<file path="src/rtl/core/wsmc_pkg.sv">
// Shared types and constants of the weld sequence mode controller.
// Used by the front, queue and back modules and by the top level.
`default_nettype none
package wsmc_pkg;

	// Default width of the stored tracking offsets
	localparam int OFFSET_BITS_DEF = 16;
	// Width used to sign-extend offsets between their stored and reported forms
	localparam int WIDE_BITS = 32;
	// Entries in the queue between the front and the back
	localparam int QUEUE_DEPTH = 2;

	// Input event codes
	localparam logic [3:0] CMD_CONTROLLER = 4'd0;
	localparam logic [3:0] CMD_TRACK_PARAMS = 4'd1;
	localparam logic [3:0] CMD_READY_REPORT = 4'd2;
	localparam logic [3:0] CMD_HANDOVER = 4'd3;
	localparam logic [3:0] CMD_GROOVE_TIMEOUT = 4'd4;
	localparam logic [3:0] CMD_SCANNER_ERROR = 4'd5;
	localparam logic [3:0] CMD_CAP_READY = 4'd6;
	localparam logic [3:0] CMD_HEARTBEAT_LOST = 4'd7;
	localparam logic [3:0] CMD_DISCONNECT = 4'd8;
	localparam logic [3:0] CMD_TICK = 4'd9;

	// Requested sequence kinds in a controller command
	localparam logic [1:0] REQ_NONE = 2'd0;
	localparam logic [1:0] REQ_TRACKING = 2'd1;
	localparam logic [1:0] REQ_AUTO_WELD = 2'd2;
	localparam logic [1:0] REQ_AUTO_CAP = 2'd3;

	// Ready levels reported by the service
	localparam logic [2:0] RDY_NOT_READY = 3'd0;
	localparam logic [2:0] RDY_CAL_MOVE = 3'd1;
	localparam logic [2:0] RDY_TRACKING = 3'd2;
	localparam logic [2:0] RDY_WELD = 3'd3;
	localparam logic [2:0] RDY_CAP = 3'd4;

	// Active sequence codes in the status report
	localparam logic [2:0] ACT_SEQ_NONE = 3'd0;
	localparam logic [2:0] ACT_SEQ_TRACKING = 3'd1;
	localparam logic [2:0] ACT_SEQ_AUTO_WELD = 3'd2;
	localparam logic [2:0] ACT_SEQ_CAL_MOVE = 3'd3;
	localparam logic [2:0] ACT_SEQ_CAP_WELD = 3'd4;

	// Outgoing message kinds
	typedef enum logic [3:0] {
		MSG_TRACK_START = 4'd0,
		MSG_TRACK_UPDATE = 4'd1,
		MSG_WELD_START = 4'd2,
		MSG_WELD_STOP = 4'd3,
		MSG_CAP_START = 4'd4,
		MSG_CAP_STOP = 4'd5,
		MSG_STOP = 4'd6,
		MSG_SHUTDOWN = 4'd7,
		MSG_STATUS = 4'd8
	} msg_kind_t;

	// One queued item: one or two messages with the values they report
	typedef struct packed {
		logic        two;
		msg_kind_t   kind_a;
		msg_kind_t   kind_b;
		logic [7:0]  mode;
		logic [15:0] horizontal;
		logic [15:0] vertical;
		logic [9:0]  flags;
		logic [2:0]  sequence_code;
	} plan_t;

	// Queue status seen by its producer and consumer
	typedef struct packed {
		logic full;
		logic not_empty;
	} queue_stat_t;

endpackage
`default_nettype wire

</file>
<file path="src/rtl/core/weld_sequence_mode_controller.sv">
// Weld sequence mode controller, top level: front, plan queue and back.
// Depends on wsmc_pkg, wsmc_front, wsmc_queue and wsmc_back.
//
// Usage:
//   Event items enter on cmd_valid/cmd_ready with the event code and its
//   fields. Each item is decoded in the cycle it is accepted: the mode, ready
//   level, flags and tracking parameters update at that edge, and the
//   messages it causes (none, one or two, or one status report for a tick)
//   are written as one plan into a two-entry queue.
//   Messages leave on msg_valid/msg_ready from an output register, one per
//   cycle while msg_ready is high; last_of_run marks the final message of
//   an item. A message passes through the queue and then the output
//   register. The input takes one item per cycle while items cause at most
//   one message each and msg_ready is high; an item causing two messages
//   holds the back end for both, as they share the single output register.
//   cmd_ready is low only while the queue is full, so a stalled receiver
//   stops the input after the queue and output register have filled; no
//   item or message is lost.
//   Reset (arst_n low) returns the mode to idle, the ready level to not
//   ready, clears both flags and the tracking parameters, and empties the
//   queue and output register. Items are taken as soon as reset is released.
`default_nettype none
module weld_sequence_mode_controller #(
	parameter int OFFSET_BITS = wsmc_pkg::OFFSET_BITS_DEF
) (
	input  wire logic               clk,
	input  wire logic               arst_n,
	input  wire logic               cmd_valid,
	output logic                    cmd_ready,
	input  wire logic [3:0]         command,
	input  wire logic               start_req,
	input  wire logic               stop_req,
	input  wire logic               shutdown_req,
	input  wire logic [1:0]         sequence_kind,
	input  wire logic [2:0]         ready_level,
	input  wire logic [7:0]         joint_mode,
	input  wire logic signed [15:0] offset_horizontal,
	input  wire logic signed [15:0] offset_vertical,
	output logic                    msg_valid,
	input  wire logic               msg_ready,
	output logic [3:0]              message_kind,
	output logic [7:0]              mode_out,
	output logic signed [15:0]      horizontal_out,
	output logic signed [15:0]      vertical_out,
	output logic [9:0]              status_flags,
	output logic [2:0]              active_sequence,
	output logic                    last_of_run
);

	logic                   push;
	logic                   pop;
	wsmc_pkg::plan_t        push_plan;
	wsmc_pkg::plan_t        head_plan;
	wsmc_pkg::queue_stat_t  q_stat;

	// Decode and state
	wsmc_front #(
		.OFFSET_BITS(OFFSET_BITS)
	) u_front (
		.clk(clk),
		.arst_n(arst_n),
		.cmd_valid(cmd_valid),
		.cmd_ready(cmd_ready),
		.command(command),
		.start_req(start_req),
		.stop_req(stop_req),
		.shutdown_req(shutdown_req),
		.sequence_kind(sequence_kind),
		.ready_level(ready_level),
		.joint_mode(joint_mode),
		.offset_horizontal(offset_horizontal),
		.offset_vertical(offset_vertical),
		.q_stat(q_stat),
		.push(push),
		.push_plan(push_plan)
	);

	// Plan queue
	wsmc_queue u_queue (
		.clk(clk),
		.arst_n(arst_n),
		.push(push),
		.push_plan(push_plan),
		.pop(pop),
		.head_plan(head_plan),
		.q_stat(q_stat)
	);

	// Message output
	wsmc_back u_back (
		.clk(clk),
		.arst_n(arst_n),
		.head_plan(head_plan),
		.q_stat(q_stat),
		.pop(pop),
		.msg_valid(msg_valid),
		.msg_ready(msg_ready),
		.message_kind(message_kind),
		.mode_out(mode_out),
		.horizontal_out(horizontal_out),
		.vertical_out(vertical_out),
		.status_flags(status_flags),
		.active_sequence(active_sequence),
		.last_of_run(last_of_run)
	);

endmodule
`default_nettype wire

</file>
<file path="src/rtl/core/wsmc_front.sv">
// Front part: accepts event items, keeps the interface mode, ready level,
// flags and tracking parameters, and writes the resulting message plan. Uses wsmc_pkg.
`default_nettype none
module wsmc_front #(
	parameter int OFFSET_BITS = wsmc_pkg::OFFSET_BITS_DEF
) (
	input  wire logic               clk,
	input  wire logic               arst_n,
	input  wire logic               cmd_valid,
	output logic                    cmd_ready,
	input  wire logic [3:0]         command,
	input  wire logic               start_req,
	input  wire logic               stop_req,
	input  wire logic               shutdown_req,
	input  wire logic [1:0]         sequence_kind,
	input  wire logic [2:0]         ready_level,
	input  wire logic [7:0]         joint_mode,
	input  wire logic signed [15:0] offset_horizontal,
	input  wire logic signed [15:0] offset_vertical,
	input  wire wsmc_pkg::queue_stat_t q_stat,
	output logic                    push,
	output wsmc_pkg::plan_t         push_plan
);

	typedef enum logic [2:0] {
		MODE_IDLE = 3'd0,
		MODE_TRACK = 3'd1,
		MODE_WELD = 3'd2,
		MODE_CAP = 3'd3,
		MODE_ERROR = 3'd4
	} if_mode_t;

	if_mode_t                       mode_q, mode_d;
	logic [2:0]                     level_q, level_d;
	logic                           handover_q, handover_d;
	logic                           cap_rdy_q, cap_rdy_d;
	logic [7:0]                     joint_q, joint_d;
	logic signed [OFFSET_BITS-1:0]  horizontal_q, horizontal_d;
	logic signed [OFFSET_BITS-1:0]  vertical_q, vertical_d;

	logic                           accept;
	logic                           has_msg;
	logic                           start_bad;
	logic signed [wsmc_pkg::WIDE_BITS-1:0] h_in_wide, v_in_wide, h_out_wide, v_out_wide;
	logic                           rdy, act, err, r_trk, r_weld, r_acap;
	logic [2:0]                     seq_code;

	assign cmd_ready = !q_stat.full;
	assign accept = cmd_valid && cmd_ready;
	assign push = accept && has_msg;

	// Offsets are wrapped to the stored width, reported as their low 16 bits
	assign h_in_wide = wsmc_pkg::WIDE_BITS'(offset_horizontal);
	assign v_in_wide = wsmc_pkg::WIDE_BITS'(offset_vertical);
	assign h_out_wide = wsmc_pkg::WIDE_BITS'(horizontal_d);
	assign v_out_wide = wsmc_pkg::WIDE_BITS'(vertical_d);

	// A start is refused when the ready level does not allow the sequence
	assign start_bad = (sequence_kind == wsmc_pkg::REQ_AUTO_WELD && level_q != wsmc_pkg::RDY_WELD)
		|| (sequence_kind == wsmc_pkg::REQ_AUTO_CAP && level_q != wsmc_pkg::RDY_CAP)
		|| (sequence_kind == wsmc_pkg::REQ_TRACKING && level_q == wsmc_pkg::RDY_NOT_READY);

	// Event decode: next state and message plan
	always_comb begin
		mode_d = mode_q;
		level_d = level_q;
		handover_d = handover_q;
		cap_rdy_d = cap_rdy_q;
		joint_d = joint_q;
		horizontal_d = horizontal_q;
		vertical_d = vertical_q;
		has_msg = 1'b0;
		push_plan.two = 1'b0;
		push_plan.kind_a = wsmc_pkg::MSG_STATUS;
		push_plan.kind_b = wsmc_pkg::MSG_STATUS;
		rdy = 1'b0;
		act = 1'b0;
		err = 1'b0;
		r_trk = 1'b0;
		r_weld = 1'b0;
		r_acap = 1'b0;
		seq_code = wsmc_pkg::ACT_SEQ_NONE;
		case (command)
			wsmc_pkg::CMD_CONTROLLER: begin
				if (shutdown_req) begin
					mode_d = MODE_IDLE;
					handover_d = 1'b0;
					has_msg = 1'b1;
					push_plan.kind_a = wsmc_pkg::MSG_SHUTDOWN;
				end else if (stop_req) begin
					if (mode_q == MODE_TRACK || mode_q == MODE_WELD || mode_q == MODE_CAP) begin
						has_msg = 1'b1;
						push_plan.kind_a = wsmc_pkg::MSG_STOP;
					end
					mode_d = MODE_IDLE;
					handover_d = 1'b0;
				end else if (start_req) begin
					if (start_bad) begin
						mode_d = MODE_ERROR;
					end else begin
						case (mode_q)
							MODE_IDLE: begin
								if (sequence_kind == wsmc_pkg::REQ_TRACKING) begin
									mode_d = MODE_TRACK;
									has_msg = 1'b1;
									push_plan.kind_a = wsmc_pkg::MSG_TRACK_START;
								end else if (sequence_kind == wsmc_pkg::REQ_AUTO_WELD) begin
									mode_d = MODE_WELD;
									has_msg = 1'b1;
									push_plan.two = 1'b1;
									push_plan.kind_a = wsmc_pkg::MSG_TRACK_START;
									push_plan.kind_b = wsmc_pkg::MSG_WELD_START;
								end else if (sequence_kind == wsmc_pkg::REQ_AUTO_CAP) begin
									mode_d = MODE_ERROR;
								end
							end
							MODE_TRACK: begin
								if (sequence_kind == wsmc_pkg::REQ_AUTO_WELD) begin
									mode_d = MODE_WELD;
									has_msg = 1'b1;
									push_plan.kind_a = wsmc_pkg::MSG_WELD_START;
								end else if (sequence_kind == wsmc_pkg::REQ_AUTO_CAP) begin
									mode_d = MODE_CAP;
									has_msg = 1'b1;
									push_plan.kind_a = wsmc_pkg::MSG_CAP_START;
								end
							end
							MODE_WELD: begin
								if (sequence_kind == wsmc_pkg::REQ_TRACKING) begin
									mode_d = MODE_TRACK;
									has_msg = 1'b1;
									push_plan.two = 1'b1;
									push_plan.kind_a = wsmc_pkg::MSG_WELD_STOP;
									push_plan.kind_b = wsmc_pkg::MSG_TRACK_UPDATE;
								end else if (sequence_kind == wsmc_pkg::REQ_AUTO_CAP) begin
									mode_d = MODE_CAP;
									has_msg = 1'b1;
									push_plan.two = 1'b1;
									push_plan.kind_a = wsmc_pkg::MSG_CAP_START;
									push_plan.kind_b = wsmc_pkg::MSG_TRACK_UPDATE;
								end
							end
							MODE_CAP: begin
								if (sequence_kind == wsmc_pkg::REQ_TRACKING) begin
									mode_d = MODE_TRACK;
									has_msg = 1'b1;
									push_plan.two = 1'b1;
									push_plan.kind_a = wsmc_pkg::MSG_CAP_STOP;
									push_plan.kind_b = wsmc_pkg::MSG_TRACK_UPDATE;
								end else if (sequence_kind == wsmc_pkg::REQ_AUTO_WELD) begin
									mode_d = MODE_ERROR;
								end
							end
							default: begin
								mode_d = MODE_ERROR;
							end
						endcase
					end
				end
			end
			wsmc_pkg::CMD_TRACK_PARAMS: begin
				joint_d = joint_mode;
				horizontal_d = h_in_wide[OFFSET_BITS-1:0];
				vertical_d = v_in_wide[OFFSET_BITS-1:0];
				if (mode_q == MODE_TRACK) begin
					has_msg = 1'b1;
					push_plan.kind_a = wsmc_pkg::MSG_TRACK_UPDATE;
				end
			end
			wsmc_pkg::CMD_READY_REPORT: begin
				if (ready_level <= wsmc_pkg::RDY_CAP) begin
					level_d = ready_level;
				end
			end
			wsmc_pkg::CMD_HANDOVER: begin
				handover_d = 1'b1;
			end
			wsmc_pkg::CMD_GROOVE_TIMEOUT, wsmc_pkg::CMD_SCANNER_ERROR: begin
				mode_d = MODE_ERROR;
			end
			wsmc_pkg::CMD_CAP_READY: begin
				cap_rdy_d = 1'b1;
			end
			wsmc_pkg::CMD_HEARTBEAT_LOST, wsmc_pkg::CMD_DISCONNECT: begin
				if (mode_q == MODE_TRACK || mode_q == MODE_WELD) begin
					has_msg = 1'b1;
					push_plan.kind_a = wsmc_pkg::MSG_STOP;
				end
				mode_d = MODE_ERROR;
			end
			wsmc_pkg::CMD_TICK: begin
				has_msg = 1'b1;
				case (mode_q)
					MODE_IDLE: begin
						rdy = 1'b1;
						cap_rdy_d = 1'b0;
					end
					MODE_TRACK: begin
						act = 1'b1;
						seq_code = wsmc_pkg::ACT_SEQ_TRACKING;
						cap_rdy_d = 1'b0;
					end
					MODE_WELD: begin
						act = 1'b1;
						seq_code = wsmc_pkg::ACT_SEQ_AUTO_WELD;
					end
					MODE_CAP: begin
						act = 1'b1;
						seq_code = wsmc_pkg::ACT_SEQ_CAP_WELD;
					end
					default: begin
						act = 1'b1;
						err = 1'b1;
						cap_rdy_d = 1'b0;
					end
				endcase
				case (level_q)
					wsmc_pkg::RDY_CAL_MOVE: begin
						rdy = 1'b0;
						act = 1'b1;
						seq_code = wsmc_pkg::ACT_SEQ_CAL_MOVE;
					end
					wsmc_pkg::RDY_TRACKING: begin
						r_trk = 1'b1;
					end
					wsmc_pkg::RDY_WELD: begin
						r_trk = 1'b1;
						r_weld = 1'b1;
					end
					wsmc_pkg::RDY_CAP: begin
						r_trk = 1'b1;
						r_weld = 1'b1;
						r_acap = 1'b1;
					end
					default: begin
					end
				endcase
			end
			default: begin
			end
		endcase
		// Tracking values come from the state after this event
		push_plan.mode = joint_d;
		push_plan.horizontal = h_out_wide[15:0];
		push_plan.vertical = v_out_wide[15:0];
		// Status bits set only by the tick decode are zero for anything but a tick
		push_plan.flags = {handover_d, err, mode_q != MODE_IDLE, cap_rdy_d,
			r_acap, r_weld, r_trk, err, act, rdy};
		push_plan.sequence_code = seq_code;
	end

	// State update on each accepted item
	always_ff @(posedge clk or negedge arst_n) begin
		if (!arst_n) begin
			mode_q <= MODE_IDLE;
			level_q <= wsmc_pkg::RDY_NOT_READY;
			handover_q <= 1'b0;
			cap_rdy_q <= 1'b0;
			joint_q <= '0;
			horizontal_q <= '0;
			vertical_q <= '0;
		end else if (accept) begin
			mode_q <= mode_d;
			level_q <= level_d;
			handover_q <= handover_d;
			cap_rdy_q <= cap_rdy_d;
			joint_q <= joint_d;
			horizontal_q <= horizontal_d;
			vertical_q <= vertical_d;
		end
	end

endmodule
`default_nettype wire

</file>
<file path="src/rtl/core/wsmc_queue.sv">
// Short queue of message plans between the front and the back.
// Uses wsmc_pkg for the plan type and depth.
`default_nettype none
module wsmc_queue (
	input  wire logic                  clk,
	input  wire logic                  arst_n,
	input  wire logic                  push,
	input  wire wsmc_pkg::plan_t       push_plan,
	input  wire logic                  pop,
	output wsmc_pkg::plan_t            head_plan,
	output wsmc_pkg::queue_stat_t      q_stat
);

	localparam int DEPTH = wsmc_pkg::QUEUE_DEPTH;
	localparam int PTR_BITS = (DEPTH > 1) ? $clog2(DEPTH) : 1;
	localparam int CNT_BITS = $clog2(DEPTH + 1);

	wsmc_pkg::plan_t       mem_q [DEPTH];
	logic [PTR_BITS-1:0]   wr_ptr_q, rd_ptr_q;
	logic [CNT_BITS-1:0]   count_q;

	assign q_stat.full = (count_q == CNT_BITS'(DEPTH));
	assign q_stat.not_empty = (count_q != '0);
	assign head_plan = mem_q[rd_ptr_q];

	// Storage
	always_ff @(posedge clk) begin
		if (push) begin
			mem_q[wr_ptr_q] <= push_plan;
		end
	end

	// Pointers and fill count
	always_ff @(posedge clk or negedge arst_n) begin
		if (!arst_n) begin
			wr_ptr_q <= '0;
			rd_ptr_q <= '0;
			count_q <= '0;
		end else begin
			if (push) begin
				wr_ptr_q <= (wr_ptr_q == PTR_BITS'(DEPTH - 1)) ? '0 : wr_ptr_q + 1'b1;
			end
			if (pop) begin
				rd_ptr_q <= (rd_ptr_q == PTR_BITS'(DEPTH - 1)) ? '0 : rd_ptr_q + 1'b1;
			end
			if (push && !pop) begin
				count_q <= count_q + 1'b1;
			end else if (pop && !push) begin
				count_q <= count_q - 1'b1;
			end
		end
	end

endmodule
`default_nettype wire

</file>
<file path="src/rtl/core/wsmc_back.sv">
// Back part: takes plans from the queue and sends their messages, one per
// cycle while msg_ready allows, through the output register. Uses wsmc_pkg.
`default_nettype none
module wsmc_back (
	input  wire logic                  clk,
	input  wire logic                  arst_n,
	input  wire wsmc_pkg::plan_t       head_plan,
	input  wire wsmc_pkg::queue_stat_t q_stat,
	output logic                       pop,
	output logic                       msg_valid,
	input  wire logic                  msg_ready,
	output logic [3:0]                 message_kind,
	output logic [7:0]                 mode_out,
	output logic signed [15:0]         horizontal_out,
	output logic signed [15:0]         vertical_out,
	output logic [9:0]                 status_flags,
	output logic [2:0]                 active_sequence,
	output logic                       last_of_run
);

	logic                 valid_q;
	logic                 phase_q;
	wsmc_pkg::msg_kind_t  kind_q;
	logic [7:0]           mode_q;
	logic [15:0]          horizontal_q, vertical_q;
	logic [9:0]           flags_q;
	logic [2:0]           seq_q;
	logic                 last_q;

	logic                 load;
	wsmc_pkg::msg_kind_t  kind_sel;
	logic                 last_sel;
	logic                 trk_sel;
	logic                 status_sel;

	assign load = (!valid_q || msg_ready) && q_stat.not_empty;
	assign kind_sel = phase_q ? head_plan.kind_b : head_plan.kind_a;
	assign last_sel = phase_q || !head_plan.two;
	assign pop = load && last_sel;
	assign trk_sel = (kind_sel == wsmc_pkg::MSG_TRACK_START)
		|| (kind_sel == wsmc_pkg::MSG_TRACK_UPDATE);
	assign status_sel = (kind_sel == wsmc_pkg::MSG_STATUS);

	// Control: output valid and which half of a pair is next
	always_ff @(posedge clk or negedge arst_n) begin
		if (!arst_n) begin
			valid_q <= 1'b0;
			phase_q <= 1'b0;
		end else begin
			if (load) begin
				valid_q <= 1'b1;
				phase_q <= !last_sel;
			end else if (msg_ready) begin
				valid_q <= 1'b0;
			end
		end
	end

	// Output payload register
	always_ff @(posedge clk) begin
		if (load) begin
			kind_q <= kind_sel;
			mode_q <= trk_sel ? head_plan.mode : '0;
			horizontal_q <= trk_sel ? head_plan.horizontal : '0;
			vertical_q <= trk_sel ? head_plan.vertical : '0;
			flags_q <= status_sel ? head_plan.flags : '0;
			seq_q <= status_sel ? head_plan.sequence_code : '0;
			last_q <= last_sel;
		end
	end

	assign msg_valid = valid_q;
	assign message_kind = kind_q;
	assign mode_out = mode_q;
	assign horizontal_out = horizontal_q;
	assign vertical_out = vertical_q;
	assign status_flags = flags_q;
	assign active_sequence = seq_q;
	assign last_of_run = last_q;

	// Second half of a pair is pending only while its plan is still queued
	a_phase_has_entry: assert property (@(posedge clk) disable iff (!arst_n)
		phase_q |-> q_stat.not_empty)
		else $error("second message pending with empty queue");

	// Entering the second half follows a first message that is not the last
	a_pair_first_not_last: assert property (@(posedge clk) disable iff (!arst_n)
		$rose(phase_q) |-> (valid_q && !last_q))
		else $error("first of a pair marked last");

	// Releasing a plan shows its final message next cycle
	a_pop_shows_last: assert property (@(posedge clk) disable iff (!arst_n)
		pop |=> (valid_q && last_q))
		else $error("plan released without its final message");

	// A status report is always a run of one
	a_status_single: assert property (@(posedge clk) disable iff (!arst_n)
		(valid_q && kind_q == wsmc_pkg::MSG_STATUS) |-> last_q)
		else $error("status report not marked last");

endmodule
`default_nettype wire
</file>
<file path="config.mk">
export PLATFORM = sky130hd
export DESIGN_NAME = weld_sequence_mode_controller
export DESIGN_NICKNAME = d
export VERILOG_FILES = /design/src/rtl/core/wsmc_pkg.sv /design/src/rtl/core/weld_sequence_mode_controller.sv /design/src/rtl/core/wsmc_front.sv /design/src/rtl/core/wsmc_queue.sv /design/src/rtl/core/wsmc_back.sv
export SDC_FILE = /design/constraint.sdc
export NUM_CORES = 1
export LEC_CHECK = 0
export BUFFER_PORTS_ARGS = -buffer_cell sky130_fd_sc_hd__buf_4
export CORE_MARGIN = 5
export CORE_UTILIZATION = 58
export CTS_CLUSTER_DIAMETER = 80
export DETAILED_ROUTE_END_ITERATION = 16
export HOLD_SLACK_MARGIN = 0.1
export PLACE_DENSITY = 0.75
export SLEW_MARGIN = 5
export SYNTH_ARGS = -nofsm -noshare
export SYNTH_HDL_FRONTEND = slang
export SYNTH_SLANG_ARGS = --single-unit
</file>
<file path="constraint.sdc">
create_clock -name clk -period 6.4 [get_ports clk]
set_input_delay 0.32 -clock clk [delete_from_list [all_inputs] [get_ports clk]]
set_output_delay 0.32 -clock clk [all_outputs]
set_load 0.02 [all_outputs]
</file>
==> results.ini, run 1 <==
[status]
outcome=complete, no violations

[timing]
setup_ws_ns=3.14
period_needed_ns=3.26
fin_tns_setup_ns=0
tightest_slew_ns=1.17
hold_violations=0
period_share=0.509
finalSetupViolCount=0
timing.fmax_mhz=307
rsz0062_at_grt=false
fin_worst_skew_ns=0.0124
maxSlewHeadroom=0.219
drv_slew=0

[routing]
drt_iter0_drc=252
drt-vias-per-instance=5.47
dr.pass1.iters=4
drc=0
vias=5589
routed_wl_um=19200
antenna_left=0
wl_per_cell_um=18.8

[global_route]
grt_usage=0.196
antenna_found_initial=0
grt_max_degree=60
grt_pass1_vias=5893
grt_pass1_wl_um=31000
grt_overflow=0

[critical_path]
arrival_ns=3.39
worstPathRequired_ns=6.53
critPathKind=reg2reg
worst_path_largest_cell_delay_ns=0.58
cp-start-kind=register
slowest_stage=nor2b_4
critPathMaxFanout=41
critPathTopFamily=simple AND/OR/NAND/NOR gates
path_buf_inv=1
crit_path_cell_trace=or3b_2 > o2bb2ai_1 > o211ai_1 > a31oi_4 > nor2b_4 > buf_4
endpoint_kind=register

[cts]
cts_sinks=231
cts_tree=yes
htreeDepth=1
cts_resized=0
clk_latency_ns=0.50
cts_buffer_depth=3
cts_inserted_buffers=24
root_buffer=clkbuf_16
path_clk_slew_ns=0.06

[power]
power.density_nw_per_um2=416
p_leak_nw=4.75
irDropWorstVdd_mv=0.282

[layout]
nFillCells=1025
drive_gt1_frac=0.332
syn2layout_area_growth_pct=23.7
nets=848
final_common_cell=edfxtp_1
diodes=0
final_area_um2=12100
final_cell_mix=edfxtp_1, buf_4, mux2_2

[die]
die_x_um=140
die_h_um=140
die_area_um2=19500
ios=116
initial_core_util=0.590
core-area_um2=16500
num_rows=47

[logic_synthesis]
synth_cells=627
yosys_register_bits=231
synth_area_um2=9760
yosysWarningCount=0
synth-main-ff-cell=edfxtp_1
synth_edf_count=177
seq_area_frac_synth=0.683
synthArstFlopShare=0.234
yosysUniqueCellTypes=58
syn_area_per_cell_um2=15.6
synth_nets=690

[min_path]
min_path_type=in2reg

[placed_design]
io_buffers=115
dp_hpwl_um=11800
dpl_cell_area_um2=10800
place_worst_setup_slack_ns=3.01
gp_congestion=0.906

[run]
maxCapViolCount=0

## path summary, 6_finish.rpt
kind                            cells past startpoint  slack [ns]                  start                       to
worst max-delay path                                6        3.14     u_front.level_q[1]     u_queue.mem_q[0][26]
worst min-delay path                                4        0.22              cmd_valid        u_front.cap_rdy_q
worst max register to register                      6        3.14     u_front.level_q[1]     u_queue.mem_q[0][26]
worst min register to register                      1        0.50  u_front.vertical_q[9]    u_front.vertical_q[9]
max in group asynchronous                           2        5.39                 arst_n         u_queue.rd_ptr_q
min in group asynchronous                           2        0.42                 arst_n  u_front.horizontal_q[8]
## tightest hold or removal path: stages
cell and delay, ns:
buf_4 0.08, nand2_1 0.12, nand2_1 0.10, nand2_1 0.05
## layer usage
metal | GRT usage | up-vias | share of wire
met5 | 0 | - | 0
met4 | 0.0469 | 0 | 0.014
met3 | 0.0336 | 24 | 0.059
met2 | 0.340 | 151 | 0.51
met1 | 0.260 | 2774 | 0.42
li1 | - | 2640 | -
## area by class of cell
type                            count  area (µm²)  share of cell area
Timing Repair Buffer              164        1340               0.111
Inverter                           12        45.0             0.00373
Clock buffer                       28         637              0.0528
Multi-Input combinational cell    352        2900               0.240
Clock inverter                     15         200              0.0166
Sequential cell                   231        6670               0.553
Tap cell                          220         275              0.0228
## power by group
part	leakage, nW	switching, mW	total, mW	internal [mW]
clock network	0.404	0.539	1.45	0.911
logic	1.99	0.678	1.28	0.598
registers	2.36	0.250	2.30	2.05
## what timing repair did
| action | in CTS | in global routing |
|---|---|---|
| setup endpoints to repair | 0 | 0 |
| hold buffers | 45 | 0 |
| setup buffers | 0 | 0 |
| hold endpoints to repair | 98 | 0 |
## kinds of logic (layout without fill, tap and decap cells)
group | count (synthesis) | after routing | share of synthesized area
DFF | 231 | 231 | 0.683
muxes | 145 | 145 | 0.165
and+or+nand+nor | 135 | 135 | 0.0772
AOI/OAI and AO/OA | 59 | 59 | 0.0383
buffers and inverters | 44 | 219 | 0.0218
adders and majority gates | 7 | 7 | 0.00898
xor gates and xnor gates | 6 | 6 | 0.00539
## flip-flops by register name, indices dropped and copies added (netlist names), 4 cells and up
name and cells:
u_queue.mem_q 120, u_back.horizontal_out 16, u_back.vertical_out 16, u_front.horizontal_q 16, u_front.vertical_q 16, u_back.status_flags 9, u_back.mode_out 8, u_front.joint_q 8
u_back.message_kind 4
## synth_stat cells (all sizes together), types with 4 or more instances
cell type	instances	area, µm²
edfxtp	177	5320
mux2	86	968
nor2	69	334
mux2i	55	551
dfrtp	54	1350
a21oi	21	105
nand2	18	67.6
buf	17	111
clkbuf	15	56.3
o21ai	15	75.1
inv	12	45.0
nand2b	9	56.3
ha	7	87.6
nor2b	6	37.5
nor3b	6	45.0
a31oi	5	46.3
and2	4	25.0
mux4	4	90.1
nor3	4	20.0
## per-stage QoR
stage               power (mW)   util  hold slack, ns  instances
floorplan                 3.14      -          0.0244        627
global placement          3.53  0.653           0.446        934
detailed placement        3.59  0.653           0.467        934
CTS                       5.07  0.731           0.202       1022
global route              5.26  0.731           0.242       1022
finish                    5.03  0.731           0.222       1022
(Power assumes the default switching activity.)
==> inputs of run 2 (changes only) <==
--- a/config.mk
+++ b/config.mk
@@ -7,11 +7,11 @@
 export LEC_CHECK = 0
 export BUFFER_PORTS_ARGS = -buffer_cell sky130_fd_sc_hd__buf_4
 export CORE_MARGIN = 5
-export CORE_UTILIZATION = 58
+export CORE_UTILIZATION = 52
 export CTS_CLUSTER_DIAMETER = 80
 export DETAILED_ROUTE_END_ITERATION = 16
 export HOLD_SLACK_MARGIN = 0.1
-export PLACE_DENSITY = 0.75
+export PLACE_DENSITY = 0.71
 export SLEW_MARGIN = 5
 export SYNTH_ARGS = -nofsm -noshare
 export SYNTH_HDL_FRONTEND = slang
==> constraint.sdc (replaced) <==
create_clock -name clk -period 2.9 [get_ports clk]
set_input_delay 0.145 -clock clk [delete_from_list [all_inputs] [get_ports clk]]
set_output_delay 0.145 -clock clk [all_outputs]
set_load 0.02 [all_outputs]
==> results.ini, run 2 (synthesis gave the netlist of run 1 again) <==
[status]
outcome=complete, no violations  ; unchanged

[layout]
seq_area_um2=6670  ; unchanged
nets=862  ; was 848
final_area_um2=12200  ; was 12100 µm²
final_core_util=0.656  ; was 0.731
multi_input_area_um2=2910  ; was 2900 µm²
final_common_cell=edfxtp_1  ; unchanged
top_register=u_queue.mem_q  ; unchanged
drive_gt1_frac=0.344  ; was 0.332
final_cell_mix=edfxtp_1, buf_4, mux2_2  ; unchanged
diodes=0  ; unchanged
nFillCells=1298  ; was 1025
largest_reg_flops=120  ; unchanged
syn2layout_area_growth_pct=24.9  ; was 23.7%

[die]
die_x_um=147  ; was 140 µm
initial_core_util=0.525  ; was 0.590
die_h_um=147  ; was 140 µm
die_area_um2=21600  ; was 19500 µm²
core-area_um2=18600  ; was 16500 µm²
ios=116  ; unchanged
num_rows=50  ; was 47

[routing]
wl_per_cell_um=18.4  ; was 18.8 µm
drt-vias-per-instance=5.33  ; was 5.47
drc=0  ; unchanged
vias=5603  ; was 5589
drt_iter0_drc=298  ; was 252
dr.pass1.iters=4  ; unchanged
routed_wl_um=19300  ; was 19200 µm
antenna_left=0  ; unchanged

[cts]
root_buffer=clkbuf_16  ; unchanged
cts_inserted_buffers=25  ; was 24
cts_buffer_depth=3  ; unchanged
path_clk_slew_ns=0.06  ; about the same
cts_setup_buffers=0  ; unchanged
cts_sinks=231  ; unchanged
cts_tree=yes  ; unchanged
clk_latency_ns=0.50  ; about the same
htreeDepth=1  ; unchanged

[timing]
rsz0062_at_grt=false  ; unchanged
fin_tns_setup_ns=0  ; unchanged
finalSetupViolCount=0  ; unchanged
drv_slew=0  ; unchanged
tightest_slew_ns=0.807  ; was 1.17 ns
fin_worst_skew_ns=0.00879  ; was 0.0124 ns
period_needed_ns=2.62  ; was 3.26 ns
maxSlewHeadroom=0.462  ; was 0.219
period_share=0.902  ; was 0.509
timing.fmax_mhz=382  ; was 307 MHz
holdWs_ns=0.126  ; was 0.222 ns
hold_violations=0  ; unchanged

[global_route]
antenna_found_initial=0  ; unchanged
grt_pass1_vias=5935  ; was 5893
grt_max_degree=55  ; was 60
grt_pass1_wl_um=30900  ; was 31000 µm
grt_usage=0.179  ; was 0.196
grt_overflow=0  ; unchanged

[critical_path]
worst_path_largest_cell_delay_ns=0.75  ; was 0.58 ns
crit_path_cell_trace=xnor2_1 > a211oi_2 > nor3b_1 > a31oi_4 > and2_2 > buf_4  ; was or3b_2 > o2bb2ai_1 > o211ai_1 > a31oi_4 > nor2b_4 > buf_4
critPathMaxFanout=34  ; was 41
slowest_stage=dfrtp_1  ; was nor2b_4
critPathTopFamily=flip-flops  ; was simple AND/OR/NAND/NOR gates
cp-start-kind=register  ; unchanged
arrival_ns=2.76  ; was 3.39 ns
critPathKind=reg2reg  ; unchanged
path_buf_inv=1  ; unchanged
endpoint_kind=register  ; unchanged
worstPathRequired_ns=3.05  ; was 6.53 ns

[min_path]
min_path_type=in2reg  ; unchanged

[placed_design]
dp_hpwl_um=12300  ; was 11800 µm
io_buffers=115  ; unchanged
gp_congestion=0.886  ; was 0.906
dpl_cell_area_um2=10900  ; was 10800 µm²

[power]
irDropWorstVdd_mv=0.517  ; was 0.282 mV
p_leak_nw=4.82  ; was 4.75 nW
power.density_nw_per_um2=898  ; was 416 nW/µm²

[run]
maxCapViolCount=0  ; unchanged

==> run 2: power breakdown <==
part	switching, mW	internal (mW)	leakage [nW]	total, mW
registers	0.346	4.53	2.36	4.87
logic	1.70	1.35	2.05	3.05
clock network	1.19	1.83	0.401	3.02
==> run 2: worst reg2reg max path, stage by stage (launching register included) <==
cell,delay [ns]
dfrtp_1,0.75
xnor2_1,0.20
a211oi_2,0.32
nor3b_1,0.15
a31oi_4,0.24
and2_2,0.19
buf_4,0.38
==> run 2: final timing paths <==
path,cells after the start,slack [ns],to,start
max in group asynchronous,2,2.00,u_queue.rd_ptr_q,arst_n
worst max register to register,6,0.28,u_queue.mem_q[1][16],u_front.mode_q[0]
min in group asynchronous,2,0.25,u_front.vertical_q[1],arst_n
worst max-delay path,6,0.28,u_queue.mem_q[1][16],u_front.mode_q[0]
worst min-delay path,3,0.13,u_front.handover_q,command[1]
worst min register to register,1,0.50,u_front.vertical_q[10],u_front.vertical_q[10]
==> run 2: stage by stage <==
| stage | worst slack [ns] | std cells | power (mW) |
|---|---|---|---|
| 4_1_cts | 0.318 | 1051 | 11.0 |
| 6_report | 0.285 | 1051 | 10.9 |
| 2_1_floorplan | 0.0276 | 627 | 6.91 |
| 3_3_place_gp | 0.373 | 958 | 7.84 |
| 5_1_grt | 0.153 | 1051 | 11.5 |
| 3_5_place_dp | 0.317 | 958 | 7.95 |
==> run 2: routing by layer <==
metal | share of wire | vias up | global-route usage
met5 | 0 | - | 0
met4 | 0.027 | 0 | 0.0610
met3 | 0.047 | 37 | 0.0259
met2 | 0.49 | 143 | 0.306
met1 | 0.44 | 2754 | 0.236
li1 | - | 2669 | -
==> run 2: final cells by class <==
class | instances | share of cell area
clock buffer | 34 | 0.0591
clock inverter | 11 | 0.00719
inverter | 12 | 0.00370
multi-input combinational | 352 | 0.239
sequential | 231 | 0.548
tap | 234 | 0.0240
timing repair buffer | 177 | 0.120
==> run 2: repair_timing <==
action / in CTS / in global routing
hold buffers: 48 / 0
resized for setup: 0 / 0
endpoints found under the hold margin: 182 / 0
==> inputs of run 3 (changes only) <==
--- a/config.mk
+++ b/config.mk
@@ -11,7 +11,7 @@
 export CTS_CLUSTER_DIAMETER = 80
 export DETAILED_ROUTE_END_ITERATION = 16
 export HOLD_SLACK_MARGIN = 0.1
-export PLACE_DENSITY = 0.71
+export PLACE_DENSITY_LB_ADDON = 0.2
 export SLEW_MARGIN = 5
 export SYNTH_ARGS = -nofsm -noshare
 export SYNTH_HDL_FRONTEND = slang
==> results.ini, run 3 (synthesis gave the netlist of run 1 again) <==
[cts]
cts_buffer_depth=3  ; unchanged
root_buffer=clkbuf_16  ; unchanged
cts_tree=yes  ; unchanged
clk_latency_ns=0.52  ; was 0.50 ns
cts_setup_buffers=0  ; unchanged
cts_inserted_buffers=24  ; was 25
htreeDepth=1  ; unchanged
cts_sinks=231  ; unchanged
path_clk_slew_ns=0.06  ; about the same

[timing]
tightest_slew_ns=0.805  ; was 0.807 ns
timing.fmax_mhz=390  ; was 382 MHz
drv_slew=0  ; unchanged
rsz0062_at_grt=false  ; unchanged
fin_tns_setup_ns=0  ; unchanged
period_needed_ns=2.56  ; was 2.62 ns
fin_worst_skew_ns=0.0219  ; was 0.00879 ns
maxSlewHeadroom=0.463  ; was 0.462
holdWs_ns=0.126  ; about the same
finalSetupViolCount=0  ; unchanged
hold_violations=0  ; unchanged
period_share=0.884  ; was 0.902

[routing]
dr.pass1.iters=5  ; was 4
drc=0  ; unchanged
routed_wl_um=19400  ; was 19300 µm
vias=5603  ; unchanged
antenna_left=0  ; unchanged
drt_iter0_drc=363  ; was 298
drt-vias-per-instance=5.34  ; was 5.33
wl_per_cell_um=18.5  ; was 18.4 µm

[layout]
final_cell_mix=edfxtp_1, buf_4, mux2_2  ; unchanged
top_register=u_queue.mem_q  ; unchanged
diodes=0  ; unchanged
final_common_cell=edfxtp_1  ; unchanged
nets=861  ; was 862
drive_gt1_frac=0.344  ; about the same
finalNonFillerCells=1050  ; was 1051
largest_reg_flops=120  ; unchanged
syn2layout_area_growth_pct=24.8  ; was 24.9%
nFillCells=1345  ; was 1298
final_area_um2=12200  ; about the same

[die]
ios=116  ; unchanged
die_x_um=147  ; unchanged
die_h_um=147  ; unchanged
die_area_um2=21600  ; unchanged
initial_core_util=0.525  ; unchanged
core-area_um2=18600  ; unchanged
num_rows=50  ; unchanged

[global_route]
grt_pass1_wl_um=31100  ; was 30900 µm
grt_overflow=0  ; unchanged
grt_usage=0.179  ; about the same
grt_max_degree=55  ; unchanged
antenna_found_initial=0  ; unchanged
grt_pass1_vias=5964  ; was 5935

[status]
outcome=complete, no violations  ; unchanged

[critical_path]
worstPathRequired_ns=3.12  ; was 3.05 ns
critPathMaxFanout=30  ; was 34
rr_worst_depth=6  ; unchanged
cp-start-kind=register  ; unchanged
critPathKind=reg2reg  ; unchanged
endpoint_kind=register  ; unchanged
arrival_ns=2.78  ; was 2.76 ns

[min_path]
hold_depth=3  ; unchanged
min_path_type=in2reg  ; unchanged

[placed_design]
dp_cells=957  ; was 958
io_buffers=115  ; unchanged
dp_hpwl_um=12700  ; was 12300 µm
dpl_cell_area_um2=10900  ; about the same
gp_congestion=0.901  ; was 0.886

[power]
p_leak_nw=4.78  ; was 4.82 nW
power.density_nw_per_um2=892  ; was 898 nW/µm²
finalPower_mw=10.9  ; about the same
irDropWorstVdd_mv=0.435  ; was 0.517 mV

[run]
maxCapViolCount=0  ; unchanged

-- run 3: per-stage QoR --
| step | utilization | setup WS [ns] |
|---|---|---|
| 6_report | 0.655 | 0.337 |
| 5_1_grt | 0.655 | 0.182 |
| 4_1_cts | 0.655 | 0.337 |
| 3_5_place_dp | 0.587 | 0.349 |
| 3_3_place_gp | 0.587 | 0.398 |
| 2_1_floorplan | - | 0.0276 |
-- run 3: repair_timing --
action                    in CTS  in global routing
hold endpoints to repair     186                  0
gates resized for setup        0                  0
hold buffers                  49                  0
-- run 3: cell type report --
class                           instances  area (µm²)  share of cell area
Inverter                               12        45.0             0.00370
Sequential cell                       231        6670               0.548
Clock buffer                           27         622              0.0511
Tap cell                              234         293              0.0241
Clock inverter                         17         148              0.0121
Multi-Input combinational cell        352        2910               0.239
Timing Repair Buffer                  177        1490               0.122
-- run 3: report_power, final --
part           switching (mW)  leakage (nW)  internal [mW]
Sequential              0.389          2.36           4.53
Clock                    1.27         0.353           1.66
Combinational            1.67          2.06           1.34
-- run 3: critical path, cell delays in order, from the launching register on --
cell      delay (ns)
dfrtp_1         0.74
mux4_2          0.57
and2_1          0.17
o211ai_1        0.15
a31oi_4         0.15
and2_2          0.22
buf_4           0.26
-- run 3: layer usage --
metal	wire length (µm)	track usage	share of wire
met1	8560	0.239	0.44
met2	9650	0.308	0.50
met3	916	0.0333	0.047
met4	284	0.0405	0.015
met5	0	0	0
-- run 3: path summary, 6_finish.rpt --
check	from	endpoint	slack, ns
setup / recovery	u_front.mode_q[0]	u_queue.mem_q[1][16]	0.34
hold / removal	shutdown_req	u_queue.mem_q[1][57]	0.13
setup reg to reg	u_front.mode_q[0]	u_queue.mem_q[1][16]	0.34
hold reg to reg	u_front.vertical_q[12]	u_front.vertical_q[12]	0.49
max in group asynchronous	arst_n	u_queue.rd_ptr_q	2.04
min in group asynchronous	arst_n	u_front.horizontal_q[7]	0.25
